$ cat src/hdl/gjmi_pkg.sv
// ----------------------------------------------------------------------------
// gjmi_pkg
// Shared constants, types and helpers for the Gauss-Jordan inverse unit.
// ----------------------------------------------------------------------------
package gjmi_pkg;

    localparam int MAX_SIZE  = 8;
    localparam int FRAC_BITS = 16;
    localparam int DATA_W    = 32;
    localparam int IDX_W     = $clog2(MAX_SIZE);
    localparam int CNT_W     = IDX_W + 1;
    // word address inside a row cell: msb picks companion half
    localparam int ADDR_W    = IDX_W + 1;
    localparam int WORDS     = 2 * MAX_SIZE;
    // numerator width of the divider
    localparam int NUM_W     = DATA_W + FRAC_BITS;

    localparam logic [DATA_W-1:0] FX_ONE  = DATA_W'(64'd1 << FRAC_BITS);
    localparam logic [DATA_W-1:0] SAT_MAX = {1'b0, {(DATA_W-1){1'b1}}};
    localparam logic [DATA_W-1:0] SAT_MIN = {1'b1, {(DATA_W-1){1'b0}}};

    // control broadcast from the sequencer to every cell
    typedef struct packed {
        logic [ADDR_W-1:0] rd_addr;
        logic              wr_en;
        logic              wr_all;
        logic              wr_init;
        logic [IDX_W-1:0]  wr_row;
        logic [ADDR_W-1:0] wr_addr;
        logic [DATA_W-1:0] wr_data;
        logic [IDX_W-1:0]  piv_row;
        logic              f_load;
        logic              swap_en;
        logic [IDX_W-1:0]  swap_a;
        logic [IDX_W-1:0]  swap_b;
        // rows in use; rows at or above this take no elimination
        logic [CNT_W-1:0]  n_rows;
    } cell_ctrl_t;

    // pivot-row word travelling down the chain
    typedef struct packed {
        logic              valid;
        logic [ADDR_W-1:0] idx;
        logic [DATA_W-1:0] data;
    } token_t;

    // magnitude of a two's complement word (most negative fits unsigned)
    function automatic logic [DATA_W-1:0] mag32(input logic [DATA_W-1:0] v);
        logic [DATA_W-1:0] r;
        r = v[DATA_W-1] ? (~v + DATA_W'(1)) : v;
        return r;
    endfunction

    // next word of a row sweep: work columns from the pivot, then companion
    // columns from zero; top bit flags the end of the sweep
    function automatic logic [ADDR_W:0] seq_next(input logic [ADDR_W-1:0] a,
                                                 input logic [CNT_W-1:0]  n);
        logic [CNT_W-1:0] c1;
        logic [ADDR_W:0]  r;
        c1 = CNT_W'(a[IDX_W-1:0]) + CNT_W'(1);
        if (c1 < n) begin
            r = {1'b0, a[IDX_W], c1[IDX_W-1:0]};
        end else if (!a[IDX_W]) begin
            r = {1'b0, 1'b1, {IDX_W{1'b0}}};
        end else begin
            r = {1'b1, 1'b1, {IDX_W{1'b0}}};
        end
        return r;
    endfunction

endpackage

$ cat src/hdl/gjmi_div.sv
// ----------------------------------------------------------------------------
// gjmi_div
// Radix-2 restoring fixed-point divider, rounds to nearest, saturates.
// ----------------------------------------------------------------------------
module gjmi_div (
    input  logic                        aclk,
    input  logic                        aresetn,
    input  logic                        start,
    input  logic [gjmi_pkg::DATA_W-1:0] num_in,
    input  logic [gjmi_pkg::DATA_W-1:0] den_in,
    output logic                        done,
    output logic [gjmi_pkg::DATA_W-1:0] quo,
    output logic                        sat
);
    localparam int CW = $clog2(gjmi_pkg::NUM_W + 1);

    logic                         busy_reg;
    logic                         done_reg;
    logic [CW-1:0]                cnt_reg;
    logic [gjmi_pkg::NUM_W-1:0]   num_reg;
    logic [gjmi_pkg::NUM_W-1:0]   quo_reg;
    logic [gjmi_pkg::DATA_W:0]    rem_reg;
    logic [gjmi_pkg::DATA_W-1:0]  den_reg;
    logic                         neg_reg;

    logic [gjmi_pkg::DATA_W:0]    trial;
    logic                         fits;
    logic [gjmi_pkg::DATA_W-1:0]  den_mag;
    logic [gjmi_pkg::NUM_W-1:0]   num_start;
    logic                         sat_pos;
    logic                         sat_neg;
    logic [gjmi_pkg::NUM_W-1:0]   quo_neg;

    // numerator is |a| << FRAC_BITS plus half the divisor for rounding
    assign den_mag   = gjmi_pkg::mag32(den_in);
    assign num_start = {gjmi_pkg::mag32(num_in), {gjmi_pkg::FRAC_BITS{1'b0}}}
                     + gjmi_pkg::NUM_W'(den_mag >> 1);

    assign trial = {rem_reg[gjmi_pkg::DATA_W-1:0], num_reg[gjmi_pkg::NUM_W-1]};
    assign fits  = trial >= {1'b0, den_reg};

    always_ff @(posedge aclk) begin
        if (!aresetn) begin
            busy_reg <= 1'b0;
            done_reg <= 1'b0;
            cnt_reg  <= '0;
        end else begin
            done_reg <= busy_reg && (cnt_reg == CW'(1));
            if (start) begin
                busy_reg <= 1'b1;
                cnt_reg  <= CW'(gjmi_pkg::NUM_W);
            end else if (busy_reg) begin
                cnt_reg <= cnt_reg - CW'(1);
                if (cnt_reg == CW'(1)) begin
                    busy_reg <= 1'b0;
                end
            end
        end
    end

    // one quotient bit per cycle
    always_ff @(posedge aclk) begin
        if (start) begin
            num_reg <= num_start;
            den_reg <= den_mag;
            rem_reg <= '0;
            quo_reg <= '0;
            neg_reg <= num_in[gjmi_pkg::DATA_W-1] ^ den_in[gjmi_pkg::DATA_W-1];
        end else if (busy_reg) begin
            num_reg <= num_reg << 1;
            rem_reg <= fits ? (trial - {1'b0, den_reg}) : trial;
            quo_reg <= {quo_reg[gjmi_pkg::NUM_W-2:0], fits};
        end
    end

    // sign and saturation
    assign quo_neg = ~quo_reg + gjmi_pkg::NUM_W'(1);
    assign sat_pos = !neg_reg && (quo_reg > gjmi_pkg::NUM_W'(gjmi_pkg::SAT_MAX));
    assign sat_neg = neg_reg && (quo_reg > gjmi_pkg::NUM_W'(gjmi_pkg::SAT_MIN));
    assign sat     = sat_pos || sat_neg;
    assign done    = done_reg;
    assign quo     = sat_pos ? gjmi_pkg::SAT_MAX :
                     sat_neg ? gjmi_pkg::SAT_MIN :
                     neg_reg ? quo_neg[gjmi_pkg::DATA_W-1:0] :
                               quo_reg[gjmi_pkg::DATA_W-1:0];

endmodule

$ cat config.mk
export PLATFORM = sky130hd
export DESIGN_NAME = gjmi_div
export DESIGN_NICKNAME = d
export VERILOG_FILES = /design/src/hdl/gjmi_pkg.sv /design/src/hdl/gjmi_div.sv
export SDC_FILE = /design/constraint.sdc
export NUM_CORES = 1
export LEC_CHECK = 0
export ABC_AREA = 1
export ABC_CLOCK_PERIOD_IN_PS = 3300
export CAP_MARGIN = 30
export CORE_UTILIZATION = 45
export DETAILED_ROUTE_END_ITERATION = 7
export DONT_BUFFER_PORTS = 1
export PLACE_DENSITY = 0.74
export SLEW_MARGIN = 20
export SYNTH_ARGS = -nofsm -noshare
export SYNTH_HDL_FRONTEND = slang
export SYNTH_SLANG_ARGS = --single-unit
$ cat constraint.sdc
create_clock -name aclk -period 3.3 [get_ports aclk]
set_clock_uncertainty 0.15 [all_clocks]
set_input_delay 0.33 -clock aclk [delete_from_list [all_inputs] [get_ports aclk]]
set_output_delay 0.33 -clock aclk [all_outputs]
set_load 0.03 [all_outputs]
==> results.md <==
* Failing checks: negative setup slack
* Tot GR Track Use at 0.251
* Routed Wire Length at 36.6 mm
* Outcome: complete, but fails checks
* Nature of the critical path endpoint: flop
* Pwr dens at 404 nW/um^2
* Setup TNS Final at -50.2 ps
* Int Power at 4.01 mW
* Initial DRC count at 1025
* Pin slew with the least headroom to its limit at 626 ps
* Post-Syn Area per Cell at 6.88 um^2
* Residual DRC count at 0
* First-pass GRT wire length at 58.0 mm
* Antenna-violating nets left at 0
* Final hold slack at 12.8 ps
* Placed cell areas at 13500 um^2
* YS warnings at 0
* Post-route cell area at 14900 um^2
* Drt via density at 5.43
* CTS root buf: clkbuf_16
* Switching power at between 1.5 and 2 mW
* Largest net degree at the start of global routing at 71
* Clock Sinks at 169
* Yosys reg bits at ~170
* Asr flop ratio synth at 0
* Tmin final at 3340 ps
* Syn-to-layout area delta at 18.4%
* Die Area at between 20000 and 30000 um^2
* Total gr overflow at 0
* Multi-input gate area at 7650 um^2
* Synth unique cells at roughly 50
* Fraction of layout cells with a size suffix above 1 at 0.157
* DIE WIDTH at 169 um
* Final core occ at 0.547
* Combinational Power Share at 0.265
* Dpl hpwl at 26.4 mm
* Core box area at 27200 um^2
* Final period util at 1.01
* CTS Buffer Depth at 2
* Placer Congestion at 0.977
* Cells after Synth at 1824
* Post-Syn Nets at ~1900
* # rows at 60
* Pleak at 6.83 nW
* RSZ-0062 raised after global routing: yes
* Max-cap check violation count at 0
* Worst EP arrival at 3370 ps
* Total power draw at about 6 mW
* Starting Density at 0.462
* Crit path kind: in2reg
* CTS tree: done
* Final nets at 2040
* Clk_lat worst skew at 430 ps
* Fin worst setup slack at -36.2 ps
* Crit start category: input pin
* Clock power frac at 0.331
* Number of synthesized flops with an enable pin at 81
* CP Data Required Time at approximately 3300 ps
* Fmax at 300 MHz
* Final setup viols at 3
* DR pass1 iterations at 5
* H-tree depth at 4
* Per-cell routed wire length at 15.9 um
* Antenna fix cells at 0
* Die height at 169 um
* Place WS at -347 ps
* DR vias at 12516
* Clk slew on worst S/H paths at 70 ps
* I/O Pins at about 100
* Dpl cells at 2233
* Slew headroom at 0.579
* Initial antenna violation count at 0
* Sequential Power Share at 0.404
* Sequential element share of the synthesized area at 0.334
* Finished Layout Cells at 2305
* Crit-path max FO at 3
* Hold Path Class: in2reg
* Top FF cell, synth: dfxtp_1
* Count of final max-slew check failures at 0
* I/O Buffers at 0
* Vias in the first global route at 11889
* Storage cell area at about 4200 um^2
* Final Hold Violating Endpoints at 0
* Fill cells at 2595
* CTS Buf Count at 17
* Maximum VDD drop at slightly below 0.3 mV
* Switch share at 0.332
* Synth Cell Area at 12600 um^2
cells in the mapped netlist (29+ instances only):
cell / instances / area, um^2
nand2_1: 514 / 1930
inv_1: 235 / 882
nor2_1: 174 / 653
nand3_1: 101 / 505
dfxtp_1: 88 / 1760
edfxtp_1: 81 / 2430
o21ai_0: 78 / 390
a21oi_1: 71 / 355
xor2_1: 68 / 596
ha_1: 51 / 638
o22ai_1: 49 / 307
nand4_1: 39 / 244
clkbuf_1: 33 / 124
xnor2_1: 29 / 254
power by group through the flow:
stage	clock network, mW	logic [mW]	registers (mW)
finish	1.99	1.59	2.42
global route	2.10	1.74	2.44
CTS	2.03	1.42	2.42
detailed placement	0	1.37	2.47
global placement	0	1.35	2.47
floorplan	0	0.961	2.46
cells by family after synthesis:
group,Yosys count,synth area share
simple gates,928,0.322
buf+inv,296,0.0922
compound gates,280,0.128
flops,169,0.334
xor+xnor,98,0.0699
fa+ha+maj,53,0.0540
path summary, 6_finish.rpt:
kind	from	depth (start not counted)	slack (ps)	end
worst max-delay path	den_in[0]	25	-40	num_reg[45]
worst min-delay path	den_in[23]	1	10	den_reg[23]
worst max register to register	den_reg[18]	16	250	rem_reg[23]
worst min register to register	rem_reg[21]	2	330	rem_reg[21]
critical path, stage by stage:
cell and delay [ps]:
nor3_4 190, nand4_1 190, nor3_4 220, buf_4 160
nand2_2 60, inv_2 110, nand3_4 100, o31ai_4 280
xnor2_2 170, ha_1 290, a21o_1 190, nand3_2 90
nand2_2 60, a21oi_2 140, nand2_1 80, nand4_1 90
nand2_2 90, nand2_2 110, nand2_4 80, nand2_4 60
nand2_2 50, nand2_2 60, nand2_1 40, nand2_1 60
nand2_1 60
per-layer routing:
layer / GRT usage / wire (um) / vias up / share of wire
li1: - / - / 6186 / -
met5: 0 / 0 / - / 0
met3: 0.0353 / 2250 / 95 / 0.062
met4: 0.0920 / 1220 / 0 / 0.033
met2: 0.416 / 16900 / 454 / 0.46
met1: 0.332 / 16200 / 5781 / 0.44
cells in the final DEF (no fill, tap or decap), types with 9 or more instances in the layout:
| cell type | count |
|---|---|
| or2_2 | 10 |
| o22ai_1 | 48 |
| nand4_1 | 39 |
| nor2_2 | 17 |
| a31oi_1 | 14 |
| nand2_4 | 10 |
| nor2_1 | 163 |
| buf_4 | 103 |
| o21ai_0 | 65 |
| o21ai_1 | 32 |
| nor4_1 | 10 |
| edfxtp_1 | 81 |
| a21oi_2 | 12 |
| xnor2_1 | 26 |
| nand2_1 | 482 |
| dlygate4sd3_1 | 21 |
| nor3_1 | 19 |
| clkbuf_16 | 17 |
| a21oi_1 | 60 |
| inv_1 | 225 |
| nand3_2 | 11 |
| inv_2 | 16 |
| o211ai_1 | 9 |
| xor2_1 | 68 |
| ha_1 | 46 |
| dfxtp_1 | 88 |
| nand2_2 | 42 |
| nand3_1 | 93 |
layout make-up:
type                       count  share of cell area
inverter                     245              0.0622
multi-input combinational   1359               0.515
timing repair buffer         127              0.0701
sequential                   169               0.282
clock inverter                14             0.00960
timing repair inverter         1            0.000505
clock buffer                  18              0.0295
tap                          372              0.0313
repair_timing:
item	in CTS	in global routing
pin swaps	0	51
resized for setup	5	112
endpoints found under the setup margin	4	55
hold endpoints to repair	93	2
setup buffers	0	17
cloned	0	1
hold buffers	20	2
Note: power is estimated with default switching activity, not from simulation.
