## src/hdl/gjmi_pkg.sv

```systemverilog
// ----------------------------------------------------------------------------
// gjmi_pkg
// Shared constants, types and helpers for the Gauss-Jordan inverse unit.
// ----------------------------------------------------------------------------
package gjmi_pkg;

    localparam int MAX_SIZE  = 8;
    localparam int FRAC_BITS = 16;
    localparam int DATA_W    = 32;
    localparam int IDX_W     = $clog2(MAX_SIZE);
    localparam int CNT_W     = IDX_W + 1;
    // word address inside a row cell: msb picks companion half
    localparam int ADDR_W    = IDX_W + 1;
    localparam int WORDS     = 2 * MAX_SIZE;
    // numerator width of the divider
    localparam int NUM_W     = DATA_W + FRAC_BITS;

    localparam logic [DATA_W-1:0] FX_ONE  = DATA_W'(64'd1 << FRAC_BITS);
    localparam logic [DATA_W-1:0] SAT_MAX = {1'b0, {(DATA_W-1){1'b1}}};
    localparam logic [DATA_W-1:0] SAT_MIN = {1'b1, {(DATA_W-1){1'b0}}};

    // control broadcast from the sequencer to every cell
    typedef struct packed {
        logic [ADDR_W-1:0] rd_addr;
        logic              wr_en;
        logic              wr_all;
        logic              wr_init;
        logic [IDX_W-1:0]  wr_row;
        logic [ADDR_W-1:0] wr_addr;
        logic [DATA_W-1:0] wr_data;
        logic [IDX_W-1:0]  piv_row;
        logic              f_load;
        logic              swap_en;
        logic [IDX_W-1:0]  swap_a;
        logic [IDX_W-1:0]  swap_b;
        // rows in use; rows at or above this take no elimination
        logic [CNT_W-1:0]  n_rows;
    } cell_ctrl_t;

    // pivot-row word travelling down the chain
    typedef struct packed {
        logic              valid;
        logic [ADDR_W-1:0] idx;
        logic [DATA_W-1:0] data;
    } token_t;

    // magnitude of a two's complement word (most negative fits unsigned)
    function automatic logic [DATA_W-1:0] mag32(input logic [DATA_W-1:0] v);
        logic [DATA_W-1:0] r;
        r = v[DATA_W-1] ? (~v + DATA_W'(1)) : v;
        return r;
    endfunction

    // next word of a row sweep: work columns from the pivot, then companion
    // columns from zero; top bit flags the end of the sweep
    function automatic logic [ADDR_W:0] seq_next(input logic [ADDR_W-1:0] a,
                                                 input logic [CNT_W-1:0]  n);
        logic [CNT_W-1:0] c1;
        logic [ADDR_W:0]  r;
        c1 = CNT_W'(a[IDX_W-1:0]) + CNT_W'(1);
        if (c1 < n) begin
            r = {1'b0, a[IDX_W], c1[IDX_W-1:0]};
        end else if (!a[IDX_W]) begin
            r = {1'b0, 1'b1, {IDX_W{1'b0}}};
        end else begin
            r = {1'b1, 1'b1, {IDX_W{1'b0}}};
        end
        return r;
    endfunction

endpackage

```

## src/hdl/gjmi_cell.sv

```systemverilog
// ----------------------------------------------------------------------------
// gjmi_cell
// One matrix row cell: work and companion words, row tag and a two-stage
// multiply-subtract fed by the pivot-row item passing down the chain.
// ----------------------------------------------------------------------------
module gjmi_cell (
    input  logic                        aclk,
    input  logic                        aresetn,
    input  logic [gjmi_pkg::IDX_W-1:0]  cell_id,
    input  gjmi_pkg::cell_ctrl_t        ctrl,
    input  gjmi_pkg::token_t            tok_in,
    output gjmi_pkg::token_t            tok_out,
    output logic [gjmi_pkg::DATA_W-1:0] rd_data,
    output logic [gjmi_pkg::IDX_W-1:0]  tag,
    output logic                        sat
);
    localparam int DW = 2 * gjmi_pkg::DATA_W + 2;

    logic [gjmi_pkg::DATA_W-1:0]   mem_reg [gjmi_pkg::WORDS];
    logic [gjmi_pkg::IDX_W-1:0]    tag_reg;
    logic [gjmi_pkg::DATA_W-1:0]   f_reg;
    gjmi_pkg::token_t              tok_reg;

    logic                          s1_valid_reg;
    logic [gjmi_pkg::ADDR_W-1:0]   s1_idx_reg;
    logic [gjmi_pkg::DATA_W-1:0]   s1_old_reg;
    logic [2*gjmi_pkg::DATA_W-1:0] s1_prod_reg;
    logic                          s1_neg_reg;

    logic                          is_piv;
    logic                          in_use;
    logic                          use_tok;
    logic [gjmi_pkg::ADDR_W-1:0]   rd_addr;
    logic [2*gjmi_pkg::DATA_W-1:0] prod;
    logic [2*gjmi_pkg::DATA_W-1:0] rnd;
    logic signed [DW-1:0]          diff;
    logic                          sat_hi;
    logic                          sat_lo;
    logic [gjmi_pkg::DATA_W-1:0]   res;
    logic                          ext_hit;
    logic [gjmi_pkg::DATA_W-1:0]   ext_data;

    // the pivot row feeds the chain and takes no update itself; rows outside
    // the matrix in use are left alone
    assign is_piv  = tag_reg == ctrl.piv_row;
    assign in_use  = gjmi_pkg::CNT_W'(tag_reg) < ctrl.n_rows;
    assign use_tok = tok_in.valid && !is_piv && in_use;
    assign rd_addr = use_tok ? tok_in.idx : ctrl.rd_addr;
    assign rd_data = mem_reg[rd_addr];
    assign tag     = tag_reg;
    assign tok_out = tok_reg;

    // stage 1: magnitude product
    assign prod = {{gjmi_pkg::DATA_W{1'b0}}, gjmi_pkg::mag32(f_reg)}
                * {{gjmi_pkg::DATA_W{1'b0}}, gjmi_pkg::mag32(tok_in.data)};

    // stage 2: round, apply sign, subtract, saturate
    assign rnd  = (s1_prod_reg + (2*gjmi_pkg::DATA_W)'(64'd1 << (gjmi_pkg::FRAC_BITS - 1)))
                >> gjmi_pkg::FRAC_BITS;
    assign diff = $signed({{(DW-gjmi_pkg::DATA_W){s1_old_reg[gjmi_pkg::DATA_W-1]}}, s1_old_reg})
                - (s1_neg_reg ? -$signed({2'b00, rnd}) : $signed({2'b00, rnd}));
    assign sat_hi = diff > $signed(DW'(gjmi_pkg::SAT_MAX));
    assign sat_lo = diff < -$signed(DW'(gjmi_pkg::SAT_MIN));
    assign res    = sat_hi ? gjmi_pkg::SAT_MAX :
                    sat_lo ? gjmi_pkg::SAT_MIN : diff[gjmi_pkg::DATA_W-1:0];
    assign sat    = s1_valid_reg && (sat_hi || sat_lo);

    // external write: load, normalise, or identity fill
    assign ext_hit  = ctrl.wr_en && (ctrl.wr_all || (tag_reg == ctrl.wr_row));
    assign ext_data = !ctrl.wr_init ? ctrl.wr_data :
                      (ctrl.wr_addr[gjmi_pkg::IDX_W-1:0] == tag_reg) ? gjmi_pkg::FX_ONE :
                      '0;

    always_ff @(posedge aclk) begin
        if (!aresetn) begin
            tag_reg       <= cell_id;
            tok_reg       <= '0;
            s1_valid_reg  <= 1'b0;
        end else begin
            tok_reg       <= tok_in;
            s1_valid_reg  <= use_tok;
            if (ctrl.swap_en) begin
                if (tag_reg == ctrl.swap_a) begin
                    tag_reg <= ctrl.swap_b;
                end else if (tag_reg == ctrl.swap_b) begin
                    tag_reg <= ctrl.swap_a;
                end
            end
        end
    end

    // payload registers
    always_ff @(posedge aclk) begin
        s1_idx_reg   <= tok_in.idx;
        s1_old_reg   <= rd_data;
        s1_prod_reg  <= prod;
        s1_neg_reg   <= f_reg[gjmi_pkg::DATA_W-1] ^ tok_in.data[gjmi_pkg::DATA_W-1];
        if (ctrl.f_load) begin
            f_reg <= rd_data;
        end
        if (s1_valid_reg) begin
            mem_reg[s1_idx_reg] <= res;
        end else if (ext_hit) begin
            mem_reg[ctrl.wr_addr] <= ext_data;
        end
    end

endmodule

```

## config.mk

```make
export PLATFORM = sky130hd
export DESIGN_NAME = gjmi_cell
export DESIGN_NICKNAME = d
export VERILOG_FILES = /design/src/hdl/gjmi_pkg.sv /design/src/hdl/gjmi_cell.sv
export SDC_FILE = /design/constraint.sdc
export NUM_CORES = 2
export LEC_CHECK = 0
export BUFFER_PORTS_ARGS = -buffer_cell sky130_fd_sc_hd__buf_4
export CORE_MARGIN = 4
export CORE_UTILIZATION = 55
export DETAILED_ROUTE_END_ITERATION = 8
export GPL_TIMING_DRIVEN = 0
export PLACE_DENSITY = 0.82
export SLEW_MARGIN = 20
export SYNTH_ARGS = -nofsm -noshare
export SYNTH_HDL_FRONTEND = slang
export SYNTH_SLANG_ARGS = --single-unit
```

## constraint.sdc

```tcl
create_clock -name aclk -period 31.2 [get_ports aclk]
set_clock_uncertainty 0.15 [all_clocks]
set_input_delay 1.56 -clock aclk [delete_from_list [all_inputs] [get_ports aclk]]
set_output_delay 1.56 -clock aclk [all_outputs]
set_load 0.05 [all_outputs]
```

==> flow_summary.yaml <==
yosys:
  netlist_instances: 6174
  yosysUniqueCellTypes: 98
  syn_avg_cell_area_um2: 10.4
  synth_ff_type: "sky130_fd_sc_hd__edfxtp_1"
  synthesized_net_count: 7504
  synthesis.area_um2: 64500
  synth.ff_latch_count: 671
  async_reset_ff_share_pct: 0
  ys_warns: 0
  synth_edf_count: 547
  synth.yosys.seq_area_share_pct: 29.3
timing:
  rsz0062_at_grt: "false"
  final.min_clock_period_ns: 14.52
  final-hold-violation-count: 0
  timing.setup.tns_ns: 0
  tightestPinTransition_ns: 1.40
  setup_violations: 0
  achievable_frequency_mhz: 68.9
  postLayoutSetupSlackWorst_ns: 16.68
  finalMaxSlewViolations: 0
  relSlewSlack_pct: 6.41
  min_period_over_period_pct: 46.5
cts:
  clock_tree_from_tritoncts: "done"
  cts_max_path_buffers: 3
  clkSinkCount: 671
  clock_latency_ns: 0.68
  library_cell_used_as_clock_root_buffer: "sky130_fd_sc_hd__clkbuf_16"
  cts_setup_buffers: 0
  cts.reportedPaths.clkPinSlew_ns: 0.07
  cts-htree-levels: 3
  cts_inserted_buffers: 69
  postCtsResizedCells: 0
  cts-hold-fix-buffers: 0
setup_path:
  worst_ep_arrival_time_ns: 14.93
  worst_ep_required_time_ns: 31.61
  timing.critical_path.slowest_stage_cell: "sky130_fd_sc_hd__xor2_1"
  crit_path_from: "f_reg[0]"
  timing.critical_path.from_type: "flip-flop"
  cp_common_cell: "sky130_fd_sc_hd__fa_1"
  stage_delay_of_the_slowest_cell_on_the_critical_path_ns: 1.07
  critPathMaxFanout: 10
  worst_setup_path_end_kind: "flip-flop"
  timing.rr.start: "f_reg[0]"
  timing.setup.critical_path_class: "flip-flop to flip-flop"
floorplan:
  die_x_um: 350
  initial_core_utilization_pct: 55.4
  core_area_um2: 116000
  rows: 125
  num_io_pins: 176
  die-height_um: 350
  floorplan.die_area_um2: 123000
drt:
  initialDrtViolationCount: 7224
  via_density_per_instance: 6.37
  detailedRoute.firstPassIterationCount: 7
  routed_wirelength_um: 235000
  detail-route-antenna-nets: 0
  wire_per_inst_um: 29.2
  post-route-drc-count: 0
  via_count: 51200
cells_and_area:
  post_route_cells_drive_above_1_share_pct: 10.0
  largest_register_ffs: 512
  finalNetCount: 7794
  flow.area_growth_from_synthesis_pct: 10.9
  final-instance-count-excl-fill: 8050
status:
  status: "complete, no violations"
place:
  numPortBuffers: 171
  post-dp-hpwl_um: 180000
  pre_cts_slack_ns: 17.07
  final_replace_weighted_congestion: 1.07
  post-place-cells: 7915
global_routing:
  grt_usage_pct: 38.5
  first_global_vias: 52500
  global_route_total_overflow: 0
  first_pass_grt_wire_length_um: 343000
  number_of_antenna_violations_at_the_first_check_in_global_routing: 18
  largest_net_degree_at_the_start_of_global_routing: 36
hold_path:
  min-delay-path-class: "input pin to flip-flop"
  min_from: "tok_in[32]"
flow_run:
  max_cap_viol_count: 0
placed cells by master (no fill, tap or decap), types with 115 or more instances in the layout:
cell	count
sky130_fd_sc_hd__ha_1	331
sky130_fd_sc_hd__dfxtp_1	123
sky130_fd_sc_hd__nand2_1	702
sky130_fd_sc_hd__inv_1	964
sky130_fd_sc_hd__edfxtp_1	547
sky130_fd_sc_hd__nor2_1	707
sky130_fd_sc_hd__fa_1	896
sky130_fd_sc_hd__mux4_2	128
sky130_fd_sc_hd__a21oi_1	145
sky130_fd_sc_hd__xnor2_1	173
sky130_fd_sc_hd__clkbuf_1	243
sky130_fd_sc_hd__o21ai_0	115
sky130_fd_sc_hd__buf_4	183
area by class of cell:
cell class / instances / area (µm²)
clock buffer: 81 / 1830
multi-input combinational: 4251 / 41500
buffer: 286 / 1150
tap: 1524 / 1910
inverter: 966 / 3630
clock inverter: 45 / 559
fill: 9118 / 44900
timing repair buffer: 219 / 1970
sequential: 671 / 18900
antenna: 7 / 17.5
routing by layer:
metal / vias to the layer above / share of wire [%] / GRT usage (%)
met2: 4076 / 43 / 58.2
met4: 8 / 9.1 / 25.4
met3: 1130 / 14 / 12.5
met5: - / 0.018 / 0
met1: 25300 / 34 / 47.6
li1: 20800 / - / -
through the flow:
stage / hold slack (ns) / instance area, µm² / util (%)
global route: 0.841 / 71500 / 61.4
CTS: 0.823 / 71300 / 61.3
detailed placement: 0.877 / 68900 / 59.2
global placement: 1.03 / 67700 / 58.2
floorplan: 0.726 / 64500 / -
finish: 0.857 / 71500 / 61.4
path summary, 6_finish.rpt:
kind / to / slack [ns] / cells past startpoint
setup / recovery: s1_prod_reg[63] / 16.68 / 38
hold / removal: s1_idx_reg[0] / 0.86 / 1
setup reg to reg: s1_prod_reg[63] / 16.68 / 38
hold reg to reg: mem_reg[2][18] / 0.92 / 4
worst max-delay path: cells and delay by family (launching register included):
family | cells | cell delay, ns
fa+ha+maj | 10 | 5.05
buf+inv | 10 | 2.80
compound gates | 7 | 2.40
simple gates | 9 | 2.14
xor+xnor | 2 | 1.24
flops | 1 | 0.59
logic make-up (layout without fill, tap and decap cells):
group | count (synthesis) | after routing | synth area share, %
mux | 151 | 151 | 4.84
flops | 671 | 671 | 29.3
other cells | 0 | 7 | 0
xor+xnor | 325 | 325 | 4.43
simple gates | 1883 | 1883 | 12.9
buf+inv | 1252 | 1597 | 7.38
fa+ha+maj | 1227 | 1227 | 34.2
compound gates | 665 | 665 | 6.88
Yosys cell counts (124+ instances only):
cell type / count / share of area [%]
sky130_fd_sc_hd__fa_1: 896 / 28
sky130_fd_sc_hd__ha_1: 331 / 6.4
sky130_fd_sc_hd__nand2_1: 702 / 4.1
sky130_fd_sc_hd__xnor2_1: 198 / 2.7
sky130_fd_sc_hd__dfxtp_1: 124 / 3.8
sky130_fd_sc_hd__xor2_1: 126 / 1.7
sky130_fd_sc_hd__inv_1: 964 / 5.6
sky130_fd_sc_hd__a21oi_1: 150 / 1.2
sky130_fd_sc_hd__clkbuf_1: 241 / 1.4
sky130_fd_sc_hd__mux4_2: 128 / 4.5
sky130_fd_sc_hd__edfxtp_1: 547 / 25
sky130_fd_sc_hd__nor2_1: 723 / 4.2
Power is not shown: default switching activity piles up to over one toggle a cycle in this logic, so the estimate is an artifact.
